**src/appm_pkg.sv**
```systemverilog
// Package for the averaged peak-to-peak meter.
// Holds register indexes, fixed widths, the back-end state type and queue status.
// No dependencies; imported by every module of the block.
package appm_pkg;

    localparam int FRAME_LEN_BITS = 13;
    localparam int FRAME_CNT_BITS = 8;
    localparam int FRAME_POS_BITS = 12;
    localparam int CFG_INDEX_BITS = 1;
    localparam int CFG_DATA_BITS  = 13;
    localparam int QUEUE_DEPTH    = 4;

    localparam logic [FRAME_LEN_BITS-1:0] FRAME_LEN_MAX = 13'd4096;
    localparam logic [FRAME_LEN_BITS-1:0] FRAME_LEN_RST = 13'd256;
    localparam logic [FRAME_CNT_BITS-1:0] FRAME_CNT_RST = 8'd10;

    typedef enum logic [CFG_INDEX_BITS-1:0] {
        CFG_FRAME_LENGTH = 1'b0,
        CFG_FRAME_COUNT  = 1'b1
    } t_cfg_index;

    typedef enum logic [1:0] {
        BK_ACCUM,
        BK_DIVIDE,
        BK_HOLD
    } t_back_state;

    typedef struct packed {
        logic full;
        logic empty;
    } t_queue_stat;

endpackage

```
**src/averaged_peak_to_peak_meter_core.sv**
```systemverilog
// Top level of the averaged peak-to-peak meter.
// Depends on appm_pkg, appm_front, appm_queue and appm_back.
//
// Usage:
// Samples enter through a queue-style port: a sample is taken at a clock edge where
// push is high and full is low. The block groups samples into frames of frame_length
// samples, takes max minus min of each frame, and after frame_count frames places the
// truncated average of those peak-to-peak values on o_average_vpp. Results leave through
// a queue-style port: the result is valid while empty is low and is taken at an edge
// where pop is high and empty is low.
// Configuration is written through its own valid/ready channel (ready is always high);
// index 0 is frame_length, index 1 is frame_count. Write only while the block is idle.
// Throughput: one sample per cycle while full is low. The front end takes each accepted
// sample without stalling. The back end's bit-serial divider runs once per measurement;
// a four-entry queue of frame values absorbs that, so full rises when frames are so
// short that the queue fills during a division, or when the receiver stalls as
// described below.
// The last frame value passes through the queue and the divider into the result register.
// Reset clears the frame and measurement state and loads frame_length 256 and
// frame_count 10. If the receiver stalls, the finished result holds; the back end keeps
// summing frames and waits only when a second result is ready, after which the queue
// fills and full is raised.
module averaged_peak_to_peak_meter_core #(
    parameter int SAMPLE_BITS = 12
) (
    input  logic                                 i_clk,
    input  logic                                 i_rst_n,
    input  logic                                 push,
    output logic                                 full,
    input  logic [SAMPLE_BITS-1:0]               i_sample,
    output logic                                 empty,
    input  logic                                 pop,
    output logic [SAMPLE_BITS-1:0]               o_average_vpp,
    input  logic                                 i_cfg_valid,
    output logic                                 o_cfg_ready,
    input  logic [appm_pkg::CFG_INDEX_BITS-1:0]  i_cfg_index,
    input  logic [appm_pkg::CFG_DATA_BITS-1:0]   i_cfg_data
);
    import appm_pkg::*;

    logic [FRAME_LEN_BITS-1:0] r_frame_length;
    logic [FRAME_CNT_BITS-1:0] r_frame_count;
    logic                      sample_accept;
    logic                      vpp_push;
    logic [SAMPLE_BITS-1:0]    vpp_in;
    logic [SAMPLE_BITS-1:0]    vpp_out;
    logic                      vpp_pop;
    t_queue_stat               q_stat;

    // Configuration registers; the port never pushes back on a request.
    assign o_cfg_ready = 1'b1;

    always_ff @(posedge i_clk) begin
        if (!i_rst_n) begin
            r_frame_length <= FRAME_LEN_RST;
            r_frame_count  <= FRAME_CNT_RST;
        end else if (i_cfg_valid && o_cfg_ready) begin
            unique case (t_cfg_index'(i_cfg_index))
                CFG_FRAME_LENGTH: r_frame_length <= i_cfg_data[FRAME_LEN_BITS-1:0];
                CFG_FRAME_COUNT:  r_frame_count  <= i_cfg_data[FRAME_CNT_BITS-1:0];
                default: begin
                end
            endcase
        end
    end

    // Any sample may close a frame, so a sample is refused whenever the queue is full.
    assign full          = q_stat.full;
    assign sample_accept = push && !q_stat.full;

    appm_front #(
        .SAMPLE_BITS (SAMPLE_BITS)
    ) u_front (
        .i_clk          (i_clk),
        .i_rst_n        (i_rst_n),
        .i_accept       (sample_accept),
        .i_sample       (i_sample),
        .i_frame_length (r_frame_length),
        .o_vpp_push     (vpp_push),
        .o_vpp          (vpp_in)
    );

    appm_queue #(
        .WIDTH (SAMPLE_BITS)
    ) u_queue (
        .i_clk   (i_clk),
        .i_rst_n (i_rst_n),
        .i_push  (vpp_push),
        .i_data  (vpp_in),
        .i_pop   (vpp_pop),
        .o_data  (vpp_out),
        .o_stat  (q_stat)
    );

    appm_back #(
        .SAMPLE_BITS (SAMPLE_BITS)
    ) u_back (
        .i_clk         (i_clk),
        .i_rst_n       (i_rst_n),
        .i_frame_count (r_frame_count),
        .i_q_stat      (q_stat),
        .i_vpp         (vpp_out),
        .o_q_pop       (vpp_pop),
        .i_pop         (pop),
        .o_empty       (empty),
        .o_average_vpp (o_average_vpp)
    );

endmodule

```
**src/appm_queue.sv**
```systemverilog
// Short flop-based queue that carries frame peak-to-peak values from front to back.
// Depends on appm_pkg for the depth and the status struct.
module appm_queue #(
    parameter int WIDTH = 12
) (
    input  logic                      i_clk,
    input  logic                      i_rst_n,
    input  logic                      i_push,
    input  logic [WIDTH-1:0]          i_data,
    input  logic                      i_pop,
    output logic [WIDTH-1:0]          o_data,
    output appm_pkg::t_queue_stat     o_stat
);
    import appm_pkg::*;

    localparam int PTR_BITS = $clog2(QUEUE_DEPTH);

    logic [WIDTH-1:0]    r_mem [QUEUE_DEPTH];
    logic [PTR_BITS-1:0] r_wr_ptr, n_wr_ptr;
    logic [PTR_BITS-1:0] r_rd_ptr, n_rd_ptr;
    logic [PTR_BITS:0]   r_count, n_count;
    logic                do_push, do_pop;

    // Push is only requested when not full, pop only when not empty.
    assign do_push = i_push && !o_stat.full;
    assign do_pop  = i_pop && !o_stat.empty;

    always_comb begin
        n_wr_ptr = do_push ? r_wr_ptr + 1'b1 : r_wr_ptr;
        n_rd_ptr = do_pop ? r_rd_ptr + 1'b1 : r_rd_ptr;
        n_count  = r_count;
        if (do_push && !do_pop) begin
            n_count = r_count + 1'b1;
        end else if (do_pop && !do_push) begin
            n_count = r_count - 1'b1;
        end
    end

    always_ff @(posedge i_clk) begin
        if (!i_rst_n) begin
            r_wr_ptr <= '0;
            r_rd_ptr <= '0;
            r_count  <= '0;
        end else begin
            r_wr_ptr <= n_wr_ptr;
            r_rd_ptr <= n_rd_ptr;
            r_count  <= n_count;
        end
    end

    always_ff @(posedge i_clk) begin
        if (do_push) begin
            r_mem[r_wr_ptr] <= i_data;
        end
    end

    assign o_data       = r_mem[r_rd_ptr];
    assign o_stat.full  = (r_count == (PTR_BITS+1)'(QUEUE_DEPTH));
    assign o_stat.empty = (r_count == '0);

endmodule

```
**src/appm_front.sv**
```systemverilog
// Front end: tracks the running minimum and maximum of each frame, one accepted sample
// per cycle. Emits the peak-to-peak value of every finished frame. Depends on appm_pkg.
module appm_front #(
    parameter int SAMPLE_BITS = 12
) (
    input  logic                                 i_clk,
    input  logic                                 i_rst_n,
    input  logic                                 i_accept,
    input  logic [SAMPLE_BITS-1:0]               i_sample,
    input  logic [appm_pkg::FRAME_LEN_BITS-1:0]  i_frame_length,
    output logic                                 o_vpp_push,
    output logic [SAMPLE_BITS-1:0]               o_vpp
);
    import appm_pkg::*;

    logic [SAMPLE_BITS-1:0]    r_min, n_min;
    logic [SAMPLE_BITS-1:0]    r_max, n_max;
    logic [FRAME_POS_BITS-1:0] r_pos, n_pos;
    logic [SAMPLE_BITS-1:0]    cur_min, cur_max;
    logic [FRAME_LEN_BITS-1:0] pos_next;
    logic [FRAME_LEN_BITS-1:0] eff_len;
    logic                      frame_end;

    // A length of zero acts as one, anything above the maximum acts as the maximum.
    always_comb begin
        priority if (i_frame_length == '0) begin
            eff_len = FRAME_LEN_BITS'(1);
        end else if (i_frame_length > FRAME_LEN_MAX) begin
            eff_len = FRAME_LEN_MAX;
        end else begin
            eff_len = i_frame_length;
        end
    end

    always_comb begin
        cur_min   = (i_sample < r_min) ? i_sample : r_min;
        cur_max   = (i_sample > r_max) ? i_sample : r_max;
        pos_next  = {1'b0, r_pos} + 1'b1;
        frame_end = (pos_next >= eff_len);
        o_vpp     = cur_max - cur_min;
        o_vpp_push = i_accept && frame_end;
        n_min = r_min;
        n_max = r_max;
        n_pos = r_pos;
        if (i_accept) begin
            if (frame_end) begin
                n_min = '1;
                n_max = '0;
                n_pos = '0;
            end else begin
                n_min = cur_min;
                n_max = cur_max;
                n_pos = pos_next[FRAME_POS_BITS-1:0];
            end
        end
    end

    always_ff @(posedge i_clk) begin
        if (!i_rst_n) begin
            r_min <= '1;
            r_max <= '0;
            r_pos <= '0;
        end else begin
            r_min <= n_min;
            r_max <= n_max;
            r_pos <= n_pos;
        end
    end

endmodule

```
**src/appm_back.sv**
```systemverilog
// Back end: sums frame peak-to-peak values, divides by the frame count with a
// bit-serial restoring divider and holds the result register. Depends on appm_pkg.
module appm_back #(
    parameter int SAMPLE_BITS = 12
) (
    input  logic                                 i_clk,
    input  logic                                 i_rst_n,
    input  logic [appm_pkg::FRAME_CNT_BITS-1:0]  i_frame_count,
    input  appm_pkg::t_queue_stat                i_q_stat,
    input  logic [SAMPLE_BITS-1:0]               i_vpp,
    output logic                                 o_q_pop,
    input  logic                                 i_pop,
    output logic                                 o_empty,
    output logic [SAMPLE_BITS-1:0]               o_average_vpp
);
    import appm_pkg::*;

    localparam int SUM_BITS  = SAMPLE_BITS + FRAME_CNT_BITS;
    localparam int ITER_BITS = $clog2(SUM_BITS + 1);

    t_back_state               r_state, n_state;
    logic [SUM_BITS-1:0]       r_sum, n_sum;
    logic [FRAME_CNT_BITS-1:0] r_fpos, n_fpos;
    logic [SUM_BITS-1:0]       r_quo, n_quo;
    logic [FRAME_CNT_BITS-1:0] r_rem, n_rem;
    logic [FRAME_CNT_BITS-1:0] r_div, n_div;
    logic [ITER_BITS-1:0]      r_iter, n_iter;
    logic                      r_out_valid, n_out_valid;
    logic [SAMPLE_BITS-1:0]    r_out_data, n_out_data;

    logic [FRAME_CNT_BITS-1:0] eff_count;
    logic [SUM_BITS-1:0]       sum_add;
    logic [FRAME_CNT_BITS:0]   fpos_next;
    logic [FRAME_CNT_BITS:0]   rem_sh;
    logic [FRAME_CNT_BITS:0]   rem_diff;
    logic                      rem_ge;
    logic                      out_taken;
    logic [SAMPLE_BITS-1:0]    quo_sat;

    assign eff_count = (i_frame_count == '0) ? FRAME_CNT_BITS'(1) : i_frame_count;
    assign sum_add   = r_sum + SUM_BITS'(i_vpp);
    assign fpos_next = {1'b0, r_fpos} + 1'b1;
    assign rem_sh    = {r_rem, r_quo[SUM_BITS-1]};
    assign rem_diff  = rem_sh - {1'b0, r_div};
    assign rem_ge    = (rem_sh >= {1'b0, r_div});
    assign out_taken = i_pop && r_out_valid;
    assign quo_sat   = (|r_quo[SUM_BITS-1:SAMPLE_BITS]) ? '1 : r_quo[SAMPLE_BITS-1:0];

    always_comb begin
        n_state     = r_state;
        n_sum       = r_sum;
        n_fpos      = r_fpos;
        n_quo       = r_quo;
        n_rem       = r_rem;
        n_div       = r_div;
        n_iter      = r_iter;
        n_out_valid = r_out_valid && !out_taken;
        n_out_data  = r_out_data;
        o_q_pop     = 1'b0;
        unique case (r_state)
            BK_ACCUM: begin
                o_q_pop = !i_q_stat.empty;
                if (!i_q_stat.empty) begin
                    if (fpos_next >= {1'b0, eff_count}) begin
                        n_quo   = sum_add;
                        n_rem   = '0;
                        n_div   = eff_count;
                        n_iter  = '0;
                        n_sum   = '0;
                        n_fpos  = '0;
                        n_state = BK_DIVIDE;
                    end else begin
                        n_sum  = sum_add;
                        n_fpos = fpos_next[FRAME_CNT_BITS-1:0];
                    end
                end
            end
            BK_DIVIDE: begin
                n_rem  = rem_ge ? rem_diff[FRAME_CNT_BITS-1:0] : rem_sh[FRAME_CNT_BITS-1:0];
                n_quo  = {r_quo[SUM_BITS-2:0], rem_ge};
                n_iter = r_iter + 1'b1;
                if (r_iter == ITER_BITS'(SUM_BITS - 1)) begin
                    n_state = BK_HOLD;
                end
            end
            BK_HOLD: begin
                if (!r_out_valid || out_taken) begin
                    n_out_valid = 1'b1;
                    n_out_data  = quo_sat;
                    n_state     = BK_ACCUM;
                end
            end
            default: begin
                n_state = BK_ACCUM;
            end
        endcase
    end

    always_ff @(posedge i_clk) begin
        if (!i_rst_n) begin
            r_state     <= BK_ACCUM;
            r_sum       <= '0;
            r_fpos      <= '0;
            r_out_valid <= 1'b0;
        end else begin
            r_state     <= n_state;
            r_sum       <= n_sum;
            r_fpos      <= n_fpos;
            r_out_valid <= n_out_valid;
        end
    end

    always_ff @(posedge i_clk) begin
        r_quo      <= n_quo;
        r_rem      <= n_rem;
        r_div      <= n_div;
        r_iter     <= n_iter;
        r_out_data <= n_out_data;
    end

    assign o_empty       = !r_out_valid;
    assign o_average_vpp = r_out_data;

endmodule

```
**config.mk**
```make
export PLATFORM = sky130hd
export DESIGN_NAME = averaged_peak_to_peak_meter_core
export DESIGN_NICKNAME = d
export VERILOG_FILES = /design/src/appm_pkg.sv /design/src/averaged_peak_to_peak_meter_core.sv /design/src/appm_queue.sv /design/src/appm_front.sv /design/src/appm_back.sv
export SDC_FILE = /design/constraint.sdc
export NUM_CORES = 1
export LEC_CHECK = 0
export ABC_AREA = 1
export BUFFER_PORTS_ARGS = -buffer_cell sky130_fd_sc_hd__clkbuf_2
export CORE_ASPECT_RATIO = 1.5
export CORE_MARGIN = 2
export CORE_UTILIZATION = 52
export CTS_CLUSTER_DIAMETER = 80
export CTS_CLUSTER_SIZE = 24
export DETAILED_ROUTE_END_ITERATION = 6
export MAX_ROUTING_LAYER = met4
export PLACE_DENSITY = 0.69
export RECOVER_POWER = 25
export SETUP_SLACK_MARGIN = 0.1
export SLEW_MARGIN = 20
export SYNTH_ARGS = -nofsm -noshare
export SYNTH_HDL_FRONTEND = slang
export SYNTH_SLANG_ARGS = --single-unit
```
**constraint.sdc**
```tcl
create_clock -name i_clk -period 11.45 [get_ports i_clk]
set_clock_uncertainty 0.2 [all_clocks]
set_input_delay 0.5725 -clock i_clk [delete_from_list [all_inputs] [get_ports i_clk]]
set_output_delay 0.5725 -clock i_clk [all_outputs]
set_load 0.05 [all_outputs]
```
==> run summary, run 1 <==
The area added between synthesis and finish is 7.832%. The peak supply drop is 0.1673 mV. Of the total power, registers draw 0.378. Setup repair after global routing left no endpoint under its margin. The floorplan die area came out at 0.02316 mm2.

STA classifies the critical path startpoint as a flip-flop. The die span in y came out at 185.4 um. The count of routing violations after the opening detailed-route iteration came out at 566.

Once layout is done, the placed cells without fillers occupy 0.01230 mm2. The share of total power dissipated in combinational logic is 0.403. The post-route antenna net violation count is 0.

Of the total power, the clock network draws 0.219. In this run the deepest clock path goes through 2 buffers. The estimated wirelength of the detail-placed design is 18.10 mm.

The remaining max-slew budget at the tightest pin came out at -0.2992. The number of gates resized after cts is 0. The clock period minus final worst setup slack came out at 3.809 ns. Counting distinct cell types in the post-synthesis netlist gives 52. The wire length of the first global-routing pass is 41.52 mm.

The number of hold buffers added after CTS was 0. The number of warnings printed during yosys synthesis is 0. The number of buffers added by the clock tree synthesis step came out at 17.

The data arrival time of the worst path is 3.87 ns. The net switching component of the power came out at 1.014 mW. The average via count per standard cell came out at 5.195. In this run, synthesis produced a sequential element count of 198. The mean cell area of the mapped netlist came out at 7.993 um2. The fmax came out at 0.2625 GHz. The final wirelength came out at 24.03 mm. The number of placed instances, taps included, is 1697. The number of nets in the finished design came out at 1563.

The cell count after synthesis is 1427. The number of clock sinks is 198. The number of max-slew violations in the final report came out at 57. The first TritonRoute pass finished after 5 iterations. At the end of routability-driven placement, the weighted congestion stood at 0.9075.

The post-detailed-route wirelength per cell is 13.89 um. The worst-case setup margin in the final layout is 7.641 ns. TritonCTS built the clock tree.

By count the netlist is led by sky130_fd_sc_hd__nand2_1 (360), sky130_fd_sc_hd__inv_1 (172), sky130_fd_sc_hd__nor2_1 (145). The area of combinational cells with multiple inputs is 0.005525 mm2. The filler cell count came out at 2066. The cell area after synthesis came out at 0.01141 mm2. The via count of the first global-routing pass came to 8998. When the netlist entered floorplanning its net count stood at 1545. The fraction of power spent switching nets came out at 0.3981.

The run finished, with violations left. For this run, the share of the core covered by cells in the final layout is 0.5685. Input and output buffers added on the ports amount to 44. Setup violations remaining at the end of the flow were counted as 0.

The number of cell rows came out at 66. The transition time of the tightest slew-check pin came out at 1.947 ns. The tightest min-delay check is of the in2reg type. The initial antenna violation count is 0. The total internal power is 1.533 mW.

The non-filler instance count after layout is 1730. The final reports fail on capacitance limit, slew limit. The critical path capture point type is a flip-flop.

The share of the clock period used by the worst path came out at 0.3327. The later pin in the worst-skew pair is clocked with a latency of 0.44 ns. The async set or reset register ratio after synthesis came out at 0. The buffers inserted during post-CTS setup optimization came out at 0. The maximum level of the CTS H-tree is 4. In the synthesized netlist the dominant register cell turns out to be sky130_fd_sc_hd__edfxtp_1.

After global routing the overflow that remains totals 0. By area the synthesized netlist is led by sky130_fd_sc_hd__edfxtp_1 (27%), sky130_fd_sc_hd__dfxtp_1 (17%), sky130_fd_sc_hd__nand2_1 (12%). The fraction of final layout cells with drive strength greater than 1 came out at 0.07407. The total I/O pin count came out at 46. Power spread over the standard cell area amounts to 207.1 mW/mm2.

The cell area after placement is 0.01177 mm2. The horizontal die dimension came out at 124.9 um. The remaining design rule violation count is 0. The sequential share of the synthesized area came out at 0.4362.

The required time of the critical path came out at 11.51 ns. The proportion of netlist area held by the largest area contributor came out at 0.2659. The count of endpoints failing hold in the final timing report is 0. The tool flagged a number of max-cap violations equal to 1. The number of antenna diodes is 0.

Counting flops with a built-in enable in the synthesized netlist gives 101. The maximum fanout along the worst path is 25. The post-place setup slack came out at 7.387 ns.

The synthesized design spends more area on one cell type than any other, namely sky130_fd_sc_hd__edfxtp_1. The setup TNS is 0 ns. Clock-pin slew was measured on the worst setup and hold paths at 0.07 ns. The total area of sequential cells came out at 0.004975 mm2. The initial utilization of the core area, before any placement, comes to 0.5272. By instance count, the leading cell after synthesis is sky130_fd_sc_hd__nand2_1. The critical path is of the reg2reg type.

In this run the clock root is driven by a sky130_fd_sc_hd__clkbuf_16. Entering global routing, the biggest net connects 57 pins. The core region is 0.02164 mm2. The routed layout has 8987 vias. The global-route total usage across every layer is 0.2250. For this design the static power due to leakage is 5.478 nW.
==> worst paths after layout <==
check,from,depth (start not counted),slack (ns),end
setup / recovery,flip-flop,15,7.64,u_back.r_sum[12]
hold / removal,i_cfg_data[8],3,0.15,r_frame_length[8]
setup reg to reg,flip-flop,15,7.64,u_back.r_sum[12]
hold reg to reg,r_frame_count[7],0,0.24,u_back.r_div[7]
==> cell families after synthesis <==
logic type | Yosys count | share of synthesized area
compound gates | 218 | 0.1070
other cells | 1 | 0.0003288
flops | 198 | 0.4362
simple gates | 653 | 0.2451
buf+inv | 228 | 0.07920
fa+ha+maj | 87 | 0.09807
xor+xnor | 42 | 0.03423
==> cell usage in the layout, fill, tap and decap left out, types with 2 or more instances in the layout <==
master / synthesis / final
sky130_fd_sc_hd__nand3_2: 4 / 4
sky130_fd_sc_hd__fa_1: 4 / 4
sky130_fd_sc_hd__nor3_1: 10 / 10
sky130_fd_sc_hd__xor2_2: 2 / 2
sky130_fd_sc_hd__nor2_2: 3 / 5
sky130_fd_sc_hd__o21ai_1: 4 / 3
sky130_fd_sc_hd__or2_0: 9 / 9
sky130_fd_sc_hd__a21o_1: 3 / 3
sky130_fd_sc_hd__nand3_1: 62 / 62
sky130_fd_sc_hd__o21ai_0: 80 / 81
sky130_fd_sc_hd__xnor2_1: 9 / 9
sky130_fd_sc_hd__inv_1: 172 / 173
sky130_fd_sc_hd__o21ai_2: 10 / 10
sky130_fd_sc_hd__o21a_1: 2 / 2
sky130_fd_sc_hd__clkbuf_2: 0 / 28
sky130_fd_sc_hd__edfxtp_1: 101 / 101
sky130_fd_sc_hd__clkinv_4: 0 / 6
sky130_fd_sc_hd__nor4_1: 5 / 5
sky130_fd_sc_hd__ha_1: 83 / 83
sky130_fd_sc_hd__xor2_1: 30 / 30
sky130_fd_sc_hd__inv_2: 7 / 6
sky130_fd_sc_hd__clkbuf_1: 31 / 22
sky130_fd_sc_hd__a21oi_2: 3 / 2
sky130_fd_sc_hd__nand2_1: 360 / 360
sky130_fd_sc_hd__clkinv_2: 0 / 2
sky130_fd_sc_hd__nand2_2: 12 / 12
sky130_fd_sc_hd__nand3b_1: 13 / 13
sky130_fd_sc_hd__a21oi_1: 92 / 92
sky130_fd_sc_hd__o22ai_1: 12 / 12
sky130_fd_sc_hd__nor2_4: 2 / 2
sky130_fd_sc_hd__dfxtp_1: 97 / 97
sky130_fd_sc_hd__nand4_1: 12 / 12
sky130_fd_sc_hd__a31oi_1: 1 / 2
sky130_fd_sc_hd__nor2_1: 145 / 143
sky130_fd_sc_hd__o211ai_1: 3 / 3
sky130_fd_sc_hd__and2_1: 10 / 10
sky130_fd_sc_hd__buf_4: 6 / 2
sky130_fd_sc_hd__o21bai_1: 2 / 2
sky130_fd_sc_hd__clkbuf_16: 0 / 18
==> area by class of cell <==
class                           count  area share
Clock buffer                       23     0.03815
Clock inverter                      9    0.005799
Inverter                          179     0.05463
Multi-Input combinational cell   1001      0.4492
Sequential cell                   198      0.4045
Tap cell                          272     0.02767
Timing Repair Buffer               48     0.02004
==> stage by stage <==
step / power [mW] / hold WS, ns
detailed placement: 1.996 / 0.2161
finish: 2.547 / 0.1506
global placement: 1.971 / 0.2090
CTS: 2.559 / 0.1333
global route: 2.744 / 0.1571
floorplan: 1.753 / 0.2362
==> critical path, cell delays in order, from the launching register on <==
cell and delay (ns):
sky130_fd_sc_hd__dfxtp_1 0.82, sky130_fd_sc_hd__inv_1 0.55, sky130_fd_sc_hd__o21ai_0 0.30, sky130_fd_sc_hd__o22ai_1 0.12, sky130_fd_sc_hd__ha_1 0.26, sky130_fd_sc_hd__fa_1 0.45, sky130_fd_sc_hd__nand3_1 0.10, sky130_fd_sc_hd__nand3_1 0.12
sky130_fd_sc_hd__nand2_1 0.10, sky130_fd_sc_hd__nand2_1 0.13, sky130_fd_sc_hd__nand2_1 0.11, sky130_fd_sc_hd__nand3_1 0.06, sky130_fd_sc_hd__nand2_1 0.11, sky130_fd_sc_hd__nor2_1 0.06, sky130_fd_sc_hd__nor2_1 0.09, sky130_fd_sc_hd__nor2_1 0.04
==> routing by layer <==
metal / global-route usage / vias up / part of all wire
met2: 0.4205 / 125 / 0.53
met1: 0.2408 / 4142 / 0.42
met4: 0.07644 / 0 / 0.018
li1: - / 4685 / -
met3: 0.03842 / 35 / 0.028
met5: - / - / 0
==> power by group through the flow <==
| stage | Combinational [mW] | Sequential (mW) | Clock (mW) |
|---|---|---|---|
| 2_1_floorplan | 0.796 | 0.957 | 0 |
| 3_3_place_gp | 0.994 | 0.977 | 0 |
| 3_5_place_dp | 1.02 | 0.981 | 0 |
| 4_1_cts | 1.02 | 0.965 | 0.571 |
| 5_1_grt | 1.17 | 0.975 | 0.599 |
| 6_report | 1.03 | 0.964 | 0.558 |
==> sequential cells by signal, indices dropped and copies added (netlist names), 3 cells and up, named ones only <==
signal	count
u_back.r_fpos	8
u_back.r_div	8
u_queue.r_mem	48
r_frame_count	8
u_front.r_max	12
u_back.r_iter	5
u_front.r_pos	12
u_back.o_average_vpp	12
u_front.r_min	12
u_back.r_sum	20
u_back.r_rem	8
u_queue.r_count	3
r_frame_length	13
u_back.r_quo	20
Note: power is estimated with default switching activity, not from simulation.
==> run 2: changes to the inputs <==
==> constraint.sdc (replaced) <==
create_clock -name i_clk -period 3.7 [get_ports i_clk]
set_clock_uncertainty 0.2 [all_clocks]
set_input_delay 0.185 -clock i_clk [delete_from_list [all_inputs] [get_ports i_clk]]
set_output_delay 0.185 -clock i_clk [all_outputs]
set_load 0.05 [all_outputs]
==> run 2 against run 1 <==
Against the previous run: total power increased to 3.2 times the previous value; combinational power grew to 3.2 times the previous value; largest power group unchanged; the run now ends clean; critical path type is now in2reg; count of clock-buffer cells in the layout down 4.
==> run summary, run 2 (synthesized netlist as in run 1, its figures left out) <==
The effective utilization at floorplan is 0.5272 (unchanged). The clock network latency to the later pin of the worst-skew pair came to 0.44 ns (about the same). The number of clock sinks is 198 (unchanged). The global-route total usage across every layer is 0.2211 (-0.003918).

The sequential power share came out at 0.366 (-0.012). The estimated wirelength of the detail-placed design is 17.84 mm (-1.4%). The number of iterations in the first detailed-routing pass is 5 (unchanged). The total I/O pin count is 46 (unchanged). The maximum number of pins on one net before global-route repair is 57 (unchanged). The data arrival time of the worst path came out at 3.43 ns (-0.44 ns). The critical path goes through dlygate4sd3_1, clkbuf_2, ha_1, nand4_1, a21oi_1, nor2_4, nand2_8, nand2_1, o21ai_1, ha_1, inv_1, fa_1, a21oi_1, o21ai_0, xor2_1.

The horizontal die dimension was 124.9 um (unchanged). The part of the total power dissipated in combinational logic was 0.411 (+0.008). The count of endpoints failing hold in the final timing report was 0 (unchanged).

The reported max-cap violation count is 0 (-1). The final wirelength came out at 24.54 mm (+2.2%). The share of the clock period used by the worst path came out at 0.9173.

The maximum fanout along the worst path came out at 12 (-52%). In the layout the commonest cells are sky130_fd_sc_hd__nand2_1 (358), sky130_fd_sc_hd__inv_1 (172), sky130_fd_sc_hd__nor2_1 (144). The critical setup path kind is in2reg.

The peak supply drop is 0.3286 mV (+96%). The family with the most delay on the worst path is adder cells. The register with the highest flop count is u_queue.r_mem. The number of nets in the finished design came to 1594 (+2.0%). The maximum level of the CTS H-tree came out at 4 (unchanged). The floorplan die area was 0.02316 mm2 (unchanged).

The initial antenna violation count is 0 (unchanged). The fraction of final layout cells with drive strength greater than 1 is 0.08999 (+0.01592). Timing would allow up to 0.2946 GHz. The die span in y came out at 185.4 um (unchanged). The post-detailed-route wirelength per cell is 13.94 um (+0.35%). The static leakage power was 5.614 nW (+2.5%). The overall overflow remaining after global route is 0 (unchanged).

The number of antenna diodes is 0 (unchanged). The number of buffers added by the clock tree synthesis step is 17 (unchanged). The non-filler instance count after layout came out at 1761 (+1.8%).

The buffering stage count on the worst path with inverters included came to 3 (+2). The final weighted congestion in routability-driven placement came out at 0.8944 (-1.4%). The count of placed standard cells including taps is 1710 (+0.77%).

Setup repair after global routing could not meet its margin everywhere. The fraction of power spent switching nets came out at 0.3958 (-0.002272). The setup TNS came out at 0 ns (unchanged). The wire length of the first global-routing pass is 40.72 mm (-1.9%). The total setup violations reported at the end of the flow was 0 (unchanged).

The remaining design rule violation count is 0 (unchanged). The worst setup path is captured at a flip-flop. The net switching component of the power came to 3.181 mW (+210%). The number of cell rows is 66 (unchanged).

The filler cell count came out at 1986 (-3.9%). The path class of the tightest hold or removal check is in2reg. The via count of the first global-routing pass came out at 8983 (-0.17%). The routed via count came out at 9249 (+2.9%). The buffer levels on the longest clock path is 2 (unchanged). The total internal power is 4.855 mW (+220%). The largest registers in the layout are u_queue.r_mem: 48 flops, u_back.r_quo: 20 flops, u_back.r_sum: 20 flops. The clock transition at the registers of the reported paths is 0.08 ns (about the same). STA classifies the critical path startpoint as an input port. The area added between synthesis and finish came out at 11.24%. The area inside the core boundary is 0.02164 mm2 (unchanged). The cell sitting at the root of the clock tree is a sky130_fd_sc_hd__clkbuf_16. The count of routing violations after the opening detailed-route iteration is 466 (-18%). The slowest stage of the critical path is the sky130_fd_sc_hd__dlygate4sd3_1 cell. The remaining max-slew budget at the tightest pin is 0.3517 (+0.6509). The average via count per standard cell came out at 5.252 (+1.1%).

The library cell used most frequently in the layout, excluding fill and tap cells, is sky130_fd_sc_hd__nand2_1. The transition time of the tightest slew-check pin came out at 0.9688 ns (-0.9779 ns). The post-route antenna net violation count is 0 (unchanged). The clock share of power is 0.223 (+0.004). The required time of the critical path came out at 3.74 ns (-7.77 ns). TritonCTS built the clock tree. The flow ran to the end, and the final reports show no timing, DRC or antenna violations. The number of buffer cells added on primary ports came out at 44 (unchanged). The flip-flop count of the largest register, all copies and words added was 48 (unchanged).

The delay contributed by the slowest stage of the critical path came out at 0.53 ns (-0.29 ns). The clock period minus final worst setup slack is 3.394 ns. The number of max-slew violations in the final report was 0 (-100%). The total power per unit cell area came to 633.3 mW/mm2 (+210%).
run 2: changes by cell type in the layout (fill, tap and decap cells not counted), sizes merged:
cell	before	now
buf	3	16
bufinv	0	1
clkbuf	68	64
clkinv	8	5
clkinvlp	0	4
dlygate4sd3	0	17
inv	180	182
nand2	373	374
run 2: repair_timing:
item,4_1_cts,5_1_grt
resized for setup,2,24
setup endpoints to repair,1,22
cloned,0,1
pin swaps,0,4
hold buffers,17,0
setup buffers,0,1
endpoints found under the hold margin,28,0
run 2: final cells by class:
| type | instances | area (um2) | share of cell area |
|---|---|---|---|
| Clock buffer | 19 | 432.9 | 0.03412 |
| Clock inverter | 13 | 121.4 | 0.009565 |
| Inverter | 179 | 675.6 | 0.05325 |
| Multi-Input combinational cell | 1002 | 5628 | 0.4435 |
| Sequential cell | 198 | 4990 | 0.3933 |
| Tap cell | 272 | 340.3 | 0.02682 |
| Timing Repair Buffer | 78 | 500.5 | 0.03944 |
run 2: worst min-delay path: stages:
cell and delay [ns]:
sky130_fd_sc_hd__clkbuf_2 0.12, sky130_fd_sc_hd__nand3b_1 0.18, sky130_fd_sc_hd__nand3_1 0.09, sky130_fd_sc_hd__a21oi_1 0.06
run 2: metal layers:
metal	GRT usage	part of all wire	vias up
met5	-	0	-
met4	0.08622	0.026	0
met3	0.03091	0.026	45
met2	0.4136	0.53	160
met1	0.2361	0.41	4300
li1	-	-	4744
run 2: power groups by stage:
stage / clock, mW / sequential, mW / combinational, mW
final: 1.79 / 2.94 / 3.30
after global routing: 1.91 / 2.98 / 3.73
after CTS: 1.83 / 2.94 / 3.27
after detailed placement: 0 / 2.98 / 3.23
after global placement: 0 / 2.98 / 3.15
after floorplan: 0 / 2.96 / 2.46
run 2: through the flow:
step | power, mW | setup WS, ns | instance area [um2] | utilization | hold WS (ns)
after detailed placement | 6.214 | 0.1416 | 11880 | 0.5490 | 0.2157
after CTS | 8.033 | 0.1078 | 12610 | 0.5827 | 0.01894
after global placement | 6.131 | 0.2411 | 11880 | 0.5490 | 0.2122
after floorplan | 5.424 | 0.4797 | 11410 | - | 0.1113
after global routing | 8.613 | 0.06767 | 12690 | 0.5865 | 0.04319
final | 8.036 | 0.3060 | 12690 | 0.5865 | 0.03426
run 2: worst paths after layout:
| check | depth (start not counted) | slack [ns] | start | endpoint |
|---|---|---|---|---|
| max reg2reg | 16 | 0.31 | u_front.r_max[7] | u_queue.r_mem[3][9] |
| min reg2reg | 0 | 0.24 | r_frame_count[7] | u_back.r_div[7] |
| max | 15 | 0.31 | i_sample[11] | u_queue.r_mem[3][8] |
| min | 4 | 0.03 | i_sample[9] | u_front.r_max[9] |
